[src/rtl/sprite_quad_batcher_defines.svh]
// Assertion macros for the sprite quad batcher
`ifndef SPRITE_QUAD_BATCHER_DEFINES_SVH
`define SPRITE_QUAD_BATCHER_DEFINES_SVH

// same-cycle implication
`define SQB_ASSERT_IMPL(label, ante, cons, msg) \
  label: assert property (@(posedge clk) disable iff (rst) (ante) |-> (cons)) \
    else $error(msg);

// next-cycle implication
`define SQB_ASSERT_NEXT(label, ante, cons, msg) \
  label: assert property (@(posedge clk) disable iff (rst) (ante) |=> (cons)) \
    else $error(msg);

`endif

[src/rtl/sqb_pkg.sv]
// Shared constants, types and FSM states of the sprite quad batcher
package sqb_pkg;

  localparam int TEXTURE_SLOTS    = 32;
  localparam int VERTEX_CAPACITY  = 262144;
  localparam int INDICES_PER_QUAD = 6;
  localparam int SLOT_W           = 6;
  localparam int IDX_W            = $clog2(TEXTURE_SLOTS);
  localparam int ICOUNT_W         = 19;
  localparam int CUT_INDEX        = (VERTEX_CAPACITY / 4) * INDICES_PER_QUAD;

  localparam logic MODE_END = 1'b1;

  typedef enum logic [1:0] {
    ST_IDLE,
    ST_LOOK,
    ST_EMIT
  } state_t;

  typedef struct packed {
    logic        look;
    logic        clear;
    logic        pre_clear;
    logic [31:0] id;
  } tab_req_t;

  typedef struct packed {
    logic [SLOT_W-1:0] slot;
    logic              cut;
  } tab_rsp_t;

endpackage

[src/rtl/sprite_quad_batcher.sv]
// Sprite quad batcher top level: sprite items in, four vertices out per sprite, one end marker per end item
// An accepted item passes through ST_LOOK to ST_EMIT; a sprite then gives 4 vertices.
// A new item is accepted only in ST_IDLE, after the last output of the one before;
// in_stall stays high through the lookup state and the single vertex output port.
// Reset: synchronous; clears the FSM, index count and texture count.
`include "sprite_quad_batcher_defines.svh"

module sprite_quad_batcher
  import sqb_pkg::*;
(
  input  logic                clk,
  input  logic                rst,
  input  logic                in_valid,
  output logic                in_stall,
  input  logic                mode,
  input  logic signed [31:0]  pos_x,
  input  logic signed [31:0]  pos_y,
  input  logic signed [31:0]  pos_z,
  input  logic signed [31:0]  quad_width,
  input  logic signed [31:0]  quad_height,
  input  logic [31:0]         rgba_color,
  input  logic [31:0]         uv_corner0,
  input  logic [31:0]         uv_corner1,
  input  logic [31:0]         uv_corner2,
  input  logic [31:0]         uv_corner3,
  input  logic [31:0]         texture_name,
  output logic                out_valid,
  input  logic                out_stall,
  output logic signed [31:0]  vert_x,
  output logic signed [31:0]  vert_y,
  output logic signed [31:0]  vert_z,
  output logic [31:0]         vert_color,
  output logic [15:0]         vert_u,
  output logic [15:0]         vert_v,
  output logic [SLOT_W-1:0]   tex_slot,
  output logic                batch_cut,
  output logic [ICOUNT_W-1:0] batch_index_count,
  output logic                end_marker,
  output logic                last_of_item
);

  state_t state;
  state_t state_next;

  logic [ICOUNT_W-1:0] index_count;
  logic [1:0]          vtx;

  logic                is_end;
  logic signed [31:0]  px;
  logic signed [31:0]  py;
  logic signed [31:0]  pz;
  logic signed [31:0]  qw;
  logic signed [31:0]  qh;
  logic [31:0]         color;
  logic [31:0]         uv0;
  logic [31:0]         uv1;
  logic [31:0]         uv2;
  logic [31:0]         uv3;
  logic [31:0]         tex_id;

  logic signed [31:0]  x1s;
  logic signed [31:0]  y1s;
  logic [SLOT_W-1:0]   slot;
  logic                cut;
  logic [ICOUNT_W-1:0] cut_cnt;

  logic     cap_cut;
  logic     cut_any;
  tab_req_t tab_req;
  tab_rsp_t tab_rsp;
  logic     accept;
  logic     out_take;
  logic [31:0] uv_sel;

  function automatic logic signed [31:0] sat_add(input logic signed [31:0] a,
                                                 input logic signed [31:0] b);
    logic signed [32:0] s;
    s = {a[31], a} + {b[31], b};
    if (s[32] != s[31]) begin
      sat_add = s[32] ? 32'sh8000_0000 : 32'sh7FFF_FFFF;
    end else begin
      sat_add = s[31:0];
    end
  endfunction

  assign accept   = in_valid && !in_stall;
  assign out_take = out_valid && !out_stall;
  assign cap_cut  = !is_end && (index_count >= ICOUNT_W'(CUT_INDEX));
  assign cut_any  = cap_cut || tab_rsp.cut;

  always_comb begin
    tab_req.look      = (state == ST_LOOK) && !is_end;
    tab_req.clear     = (state == ST_LOOK) && is_end;
    tab_req.pre_clear = cap_cut;
    tab_req.id        = tex_id;
  end

  sqb_tex_table u_table (
    .clk (clk),
    .rst (rst),
    .req (tab_req),
    .rsp (tab_rsp)
  );

  // next state
  always_comb begin
    state_next = state;
    case (state)
      ST_IDLE: begin
        if (accept) begin
          state_next = ST_LOOK;
        end
      end
      ST_LOOK: state_next = ST_EMIT;
      ST_EMIT: begin
        if (!out_stall && (is_end || vtx == 2'd3)) begin
          state_next = ST_IDLE;
        end
      end
      default: state_next = ST_IDLE;
    endcase
  end

  // FSM outputs
  always_comb begin
    in_stall  = 1'b1;
    out_valid = 1'b0;
    case (state)
      ST_IDLE: in_stall = 1'b0;
      ST_LOOK: in_stall = 1'b1;
      ST_EMIT: out_valid = 1'b1;
      default: in_stall = 1'b1;
    endcase
  end

  always_ff @(posedge clk) begin
    if (rst) begin
      state       <= ST_IDLE;
      index_count <= '0;
      vtx         <= '0;
    end else begin
      state <= state_next;
      if (state == ST_LOOK) begin
        if (is_end) begin
          index_count <= '0;
        end else begin
          index_count <= (cut_any ? '0 : index_count) + ICOUNT_W'(INDICES_PER_QUAD);
        end
      end
      if (state == ST_IDLE) begin
        vtx <= '0;
      end else if (out_take) begin
        vtx <= vtx + 2'd1;
      end
    end
  end

  always_ff @(posedge clk) begin
    if (accept) begin
      is_end <= (mode == MODE_END);
      px     <= pos_x;
      py     <= pos_y;
      pz     <= pos_z;
      qw     <= quad_width;
      qh     <= quad_height;
      color  <= rgba_color;
      uv0    <= uv_corner0;
      uv1    <= uv_corner1;
      uv2    <= uv_corner2;
      uv3    <= uv_corner3;
      tex_id <= texture_name;
    end
    if (state == ST_LOOK) begin
      x1s     <= sat_add(px, qw);
      y1s     <= sat_add(py, qh);
      slot    <= tab_rsp.slot;
      cut     <= cut_any;
      cut_cnt <= index_count;
    end
  end

  // vertex selection: bottom-left, top-left, top-right, bottom-right
  always_comb begin
    vert_x = px;
    vert_y = py;
    uv_sel = uv0;
    case (vtx)
      2'd0: begin
        vert_x = px;
        vert_y = py;
        uv_sel = uv0;
      end
      2'd1: begin
        vert_x = px;
        vert_y = y1s;
        uv_sel = uv1;
      end
      2'd2: begin
        vert_x = x1s;
        vert_y = y1s;
        uv_sel = uv2;
      end
      2'd3: begin
        vert_x = x1s;
        vert_y = py;
        uv_sel = uv3;
      end
      default: begin
        vert_x = px;
        vert_y = py;
        uv_sel = uv0;
      end
    endcase
    vert_z            = pz;
    vert_color        = color;
    vert_u            = uv_sel[31:16];
    vert_v            = uv_sel[15:0];
    tex_slot          = slot;
    batch_cut         = cut && (vtx == 2'd0);
    batch_index_count = (cut && (vtx == 2'd0)) ? cut_cnt : '0;
    end_marker        = 1'b0;
    last_of_item      = (vtx == 2'd3);
    if (is_end) begin
      vert_x            = '0;
      vert_y            = '0;
      vert_z            = '0;
      vert_color        = '0;
      vert_u            = '0;
      vert_v            = '0;
      tex_slot          = '0;
      batch_cut         = 1'b0;
      batch_index_count = cut_cnt;
      end_marker        = 1'b1;
      last_of_item      = 1'b1;
    end
  end

  `SQB_ASSERT_IMPL(a_cut_first, out_valid && batch_cut, !end_marker && !last_of_item, "cut off first vertex")
  `SQB_ASSERT_IMPL(a_end_single, out_valid && end_marker, last_of_item && tex_slot == '0, "bad end item")
  `SQB_ASSERT_IMPL(a_slot_range, out_valid, tex_slot <= SLOT_W'(TEXTURE_SLOTS), "slot out of range")
  `SQB_ASSERT_NEXT(a_look_gap, in_valid && !in_stall, !out_valid && in_stall, "no lookup cycle")

endmodule

[src/rtl/sqb_cell.sv]
// One texture table entry: holds an id, compares it and passes it on
module sqb_cell
  import sqb_pkg::*;
(
  input  logic        clk,
  input  logic        shift,
  input  logic [31:0] d_in,
  input  logic [31:0] query,
  input  logic        en,
  output logic [31:0] entry,
  output logic        match
);

  always_ff @(posedge clk) begin
    if (shift) begin
      entry <= d_in;
    end
  end

  assign match = en && (entry == query);

endmodule

[src/rtl/sqb_tex_table.sv]
// Texture table as a shifting chain of cells with a fill count
module sqb_tex_table
  import sqb_pkg::*;
(
  input  logic     clk,
  input  logic     rst,
  input  tab_req_t req,
  output tab_rsp_t rsp
);

  logic [SLOT_W-1:0]        count;
  logic [SLOT_W-1:0]        count_next;
  logic [SLOT_W-1:0]        eff_count;
  logic [TEXTURE_SLOTS-1:0] match;
  logic [31:0]              entry [TEXTURE_SLOTS];
  logic [IDX_W-1:0]         hit_idx;
  logic                     hit;
  logic                     id_zero;
  logic                     shift;
  logic                     full;

  assign eff_count = req.pre_clear ? '0 : count;
  assign id_zero   = (req.id == 32'd0);
  assign full      = (eff_count == SLOT_W'(TEXTURE_SLOTS));

  // newest entry sits in cell 0; cell j holds slot count - j
  for (genvar j = 0; j < TEXTURE_SLOTS; j++) begin : g_cell
    sqb_cell u_cell (
      .clk   (clk),
      .shift (shift),
      .d_in  ((j == 0) ? req.id : entry[(j == 0) ? 0 : j - 1]),
      .query (req.id),
      .en    (SLOT_W'(j) < eff_count),
      .entry (entry[j]),
      .match (match[j])
    );
  end

  always_comb begin
    hit_idx = '0;
    for (int j = 0; j < TEXTURE_SLOTS; j++) begin
      if (match[j]) begin
        hit_idx = hit_idx | IDX_W'(j);
      end
    end
  end

  assign hit   = |match;
  assign shift = req.look && !id_zero && !hit;

  always_comb begin
    rsp.cut    = 1'b0;
    rsp.slot   = '0;
    count_next = eff_count;
    if (!id_zero) begin
      if (hit) begin
        rsp.slot = eff_count - {1'b0, hit_idx};
      end else if (full) begin
        rsp.cut    = 1'b1;
        count_next = SLOT_W'(1);
        rsp.slot   = SLOT_W'(1);
      end else begin
        count_next = eff_count + SLOT_W'(1);
        rsp.slot   = count_next;
      end
    end
  end

  always_ff @(posedge clk) begin
    if (rst) begin
      count <= '0;
    end else if (req.clear) begin
      count <= '0;
    end else if (req.look) begin
      count <= count_next;
    end
  end

endmodule

[config.mk]
export PLATFORM = sky130hd
export DESIGN_NAME = sprite_quad_batcher
export DESIGN_NICKNAME = d
export VERILOG_FILES = /design/src/rtl/sqb_pkg.sv /design/src/rtl/sprite_quad_batcher.sv /design/src/rtl/sqb_cell.sv /design/src/rtl/sqb_tex_table.sv
export VERILOG_INCLUDE_DIRS = /design/src /design/src/rtl
export SDC_FILE = /design/constraint.sdc
export NUM_CORES = 2
export LEC_CHECK = 0
export CAP_MARGIN = 5
export CELL_PAD_IN_SITES_DETAIL_PLACEMENT = 0
export CELL_PAD_IN_SITES_GLOBAL_PLACEMENT = 2
export CORE_UTILIZATION = 35
export DETAILED_ROUTE_END_ITERATION = 10
export DONT_BUFFER_PORTS = 1
export GPL_TIMING_DRIVEN = 1
export PLACE_DENSITY_LB_ADDON = 0.1
export SYNTH_ARGS = -nofsm -noshare
export SYNTH_HDL_FRONTEND = slang
export SYNTH_SLANG_ARGS = --single-unit
export TNS_END_PERCENT = 30
[constraint.sdc]
create_clock -name clk -period 242.4 [get_ports clk]
set_input_delay 24.24 -clock clk [delete_from_list [all_inputs] [get_ports clk]]
set_output_delay 24.24 -clock clk [all_outputs]
set_load 0.1 [all_outputs]
==> impl_metrics.env <==
export IMPL_cts_setup_buffers=0
export IMPL_cts_made_buffers=171
export IMPL_synth_top_cell_by_area="edfxtp_1"
export IMPL_hold_viol_final=0
export IMPL_route_detailed_drc=0
export IMPL_ant_nets=0
export IMPL_synth_top_family_by_area="XOR/XNOR gates"
export IMPL_cts_sinks=1494
export IMPL_finalSetupViolCount=0
export IMPL_ys_seq_elements=1494
export IMPL_worst_pin_slew_ns=1.27
export IMPL_drv_cap=0
export IMPL_grt_ovfl_total=0
export IMPL_htreeDepth=4
export IMPL_ys_seq_area_frac=0.694
export IMPL_synth_area_top_cells="edfxtp_1 68%, xor2_1 8.0%, xnor2_1 6.9%, nor4_1 1.9%, ha_1 1.5%"
export IMPL_synth_adder_area_share=0.0186
export IMPL_grt_pass1_vias=36300
export IMPL_start_util=0.354
export IMPL_postPlaceCellArea_um2=67600
export IMPL_fillCellCount=16800
export IMPL_seqCellArea_um2=44600
export IMPL_yosys_warnings=0
export IMPL_cp_data_arrival_time_ns=3.69
export IMPL_crit_path_end_kind="primary output"
export IMPL_worstPathCellList="inv_1, ha_1, buf_4, nor2_4, nand2_1, a21oi_2"
export IMPL_syn_nets=4709
export IMPL_cp_slowest_cell="a21oi_2"
export IMPL_final_period_utilization=0.115
export IMPL_die_area_um2=185000
export IMPL_rrSetupSlack_ns=235.15
export IMPL_grtUsageTotal=0.213
export IMPL_num_rows=156
export IMPL_worstPathRequired_ns=218.16
export IMPL_boundaryPins=547
export IMPL_r2r_start="is_end"
export IMPL_max_stage_delay_ns=0.96
export IMPL_min_from="u_table.g_cell[21].u_cell.entry[23]"
export IMPL_synth_top_area_frac=0.685
export IMPL_setup_tns_ns=0
export IMPL_avgSynthCellArea_um2=15.1
export IMPL_cts_resized=0
export IMPL_synthFlopType="edfxtp_1"
export IMPL_synth_edff_count=1466
export IMPL_reg2reg_to="u_table.g_cell[25].u_cell.entry[15]"
export IMPL_layout_min_cycle_time_ns=27.93
export IMPL_place_congestion=0.802
export IMPL_fmax_mhz=35.8
export IMPL_drt_pass1_iterations=8
export IMPL_vias=35300
export IMPL_viasPerCell=5.15
export IMPL_hold_path_depth=0
export IMPL_synth_compound_area_share=0.0393
export IMPL_status="complete, no violations"
export IMPL_peakVddDrop_uv=8.79
export IMPL_die_x_um=431
export IMPL_postCtsHoldBufs=0
export IMPL_multi_input_area_um2=19100
export IMPL_rsz0062_at_grt="false"
export IMPL_timing_critical_path_from_type="register"
export IMPL_cts_tree="done"
export IMPL_yosys_area_share_simple=0.0759
export IMPL_grt_pass1_wl_mm=280
export IMPL_nets=4769
export IMPL_totalWireLength_mm=200
export IMPL_cts_root_buf="clkbuf_16"
export IMPL_async_flop_share=0
export IMPL_die_y_um=431
export IMPL_drive_above_1_share=0.125
export IMPL_synthMuxAreaShare=0.00578
export IMPL_portBuffers=0
export IMPL_hpwl_mm=140
export IMPL_drv_slew=0
export IMPL_synthXorXnorAreaFrac=0.148
export IMPL_clock_latency_ns=0.83
export IMPL_netlist_area_um2=64300
export IMPL_min_to="u_table.g_cell[22].u_cell.entry[23]"
export IMPL_max_clock_path_buffers=3
export IMPL_hold_path_class="reg2reg"
export IMPL_crit_fanout=34
export IMPL_critPathKind="reg2out"
export IMPL_antenna_found_initial=26
export IMPL_p_per_area_nw_per_um2=8.62
export IMPL_wl_per_cell_um=29.3
export IMPL_ys_types=81
export IMPL_drtIter0Drc=2994
export IMPL_finClkSkew_ns=0.0616
export IMPL_syn_inst=4271
export IMPL_coreArea_um2=182000
export IMPL_area_delta_synth_final_pct=13.9
export IMPL_slew_headroom=0.155
export IMPL_stdcell_area_um2=73200
export IMPL_power_leakage_nw=23.6
export IMPL_worstRegToRegCells=18
export IMPL_clk_pin_slew_ns=0.06
export IMPL_grt_max_degree=196
[critical path, delay by kind of cell, from the launching register on]
family	cells	cell delay (ns)
DFF	1	0.39
adders and majority gates	1	0.20
AOI/OAI and AO/OA	1	0.96
and+or+nand+nor	2	0.86
buffers and inverters	2	0.41
[cell usage in the layout, fill, tap and decap left out, types with 45 or more instances in the layout]
cell and count:
clkbuf_16 173, ha_1 76, nand4_1 148, edfxtp_1 1466, o21ai_0 76, a21oi_1 113
xor2_1 585, nor2_2 66, nor2_1 100, nor4_1 192, nor2b_2 89, nor3_1 46
xnor2_1 502, buf_4 95, nand2_1 133, inv_1 45
[cell usage after synthesis, types with 5 or more instances]
cell,instances
edfxtp_1,1466
xor2_1,585
xnor2_1,503
nor4_1,193
nor2_1,168
nand4_1,148
a21oi_1,146
nand2_1,133
buf_2,126
nor2b_1,99
ha_1,78
o21ai_0,76
clkbuf_1,70
inv_1,46
nor3_1,46
nand3_1,38
mux2i_1,36
a222oi_1,32
a21o_1,29
dfxtp_1,28
maj3_1,16
a211oi_1,14
o21a_1,12
and3_1,10
nand2b_1,10
o21ai_1,10
o21bai_1,10
or3_1,10
a31oi_1,9
and2_1,7
buf_4,7
nand3b_1,6
o211ai_1,6
a211o_1,5
buf_6,5
o31ai_1,5
[cells by family after synthesis]
family,after synthesis
AOI/OAI and AO/OA,397
xor gates and xnor gates,1088
adders and majority gates,97
buffers and inverters,258
DFF,1494
muxes,37
other,1
and+or+nand+nor,899
[state kept, by name, indices dropped and copies added (netlist names)]
signal                       flops
color                           32
cut                              1
cut_cnt                         18
index_count                     18
is_end                           1
px                              32
py                              32
pz                              32
qh                              32
qw                              32
slot                             6
state                            2
tex_id                          32
u_table.count                    6
u_table.g_cell.u_cell.entry   1024
uv0                             32
uv1                             32
uv2                             32
uv3                             32
vtx                              2
x1s                             32
y1s                             32
[layer usage]
layer | vias to the layer above | track usage | share of wire
li1 | 16000 | - | -
met1 | 18200 | 0.281 | 0.44
met2 | 895 | 0.362 | 0.50
met3 | 247 | 0.0361 | 0.043
met4 | 14 | 0.0538 | 0.020
met5 | - | 0 | 0.00046
[worst max-delay path by stage]
stage | cells past startpoint | start | endpoint | slack [ns]
2_1_floorplan | 14 | is_end | u_table.g_cell[0].u_cell.entry[0] | 139.22
3_3_place_gp | 5 | in_valid | tex_id[13] | 214.28
3_5_place_dp | 5 | in_valid | tex_id[13] | 214.15
4_1_cts | 6 | vtx[0] | vert_x[15] | 214.35
5_1_grt | 6 | vtx[0] | vert_x[14] | 214.21
6_report | 6 | vtx[0] | vert_x[15] | 214.47
[report_power, final]
part | switching (W) | internal, W
Combinational | 0.0000486 | 0.0000175
Sequential | 0.00000712 | 0.000297
Clock | 0.000109 | 0.000152
[layout make-up]
cell class / count / share of cell area
flip-flops and latches: 1494 / 0.609
clock inverters: 106 / 0.0162
repair buffers: 99 / 0.0109
multi-input cells: 2519 / 0.260
inverters: 46 / 0.00239
diodes: 5 / 0.000171
well taps: 2370 / 0.0405
clock buffers: 209 / 0.0610
[stage by stage]
stage | hold WS (ns) | std cells | setup slack, ns | total power [W] | util
6_report | 0.447 | 6848 | 214.47 | 0.000631 | 0.403
5_1_grt | 0.454 | 6847 | 214.21 | 0.000653 | 0.403
4_1_cts | 0.444 | 6843 | 214.35 | 0.000639 | 0.403
3_5_place_dp | 0.454 | 6528 | 214.15 | 0.000376 | 0.372
3_3_place_gp | 0.451 | 6528 | 214.28 | 0.000376 | 0.372
2_1_floorplan | 0.421 | 4271 | 139.22 | 0.000379 | -
No activity file was read; power rests on OpenSTA's default activity.
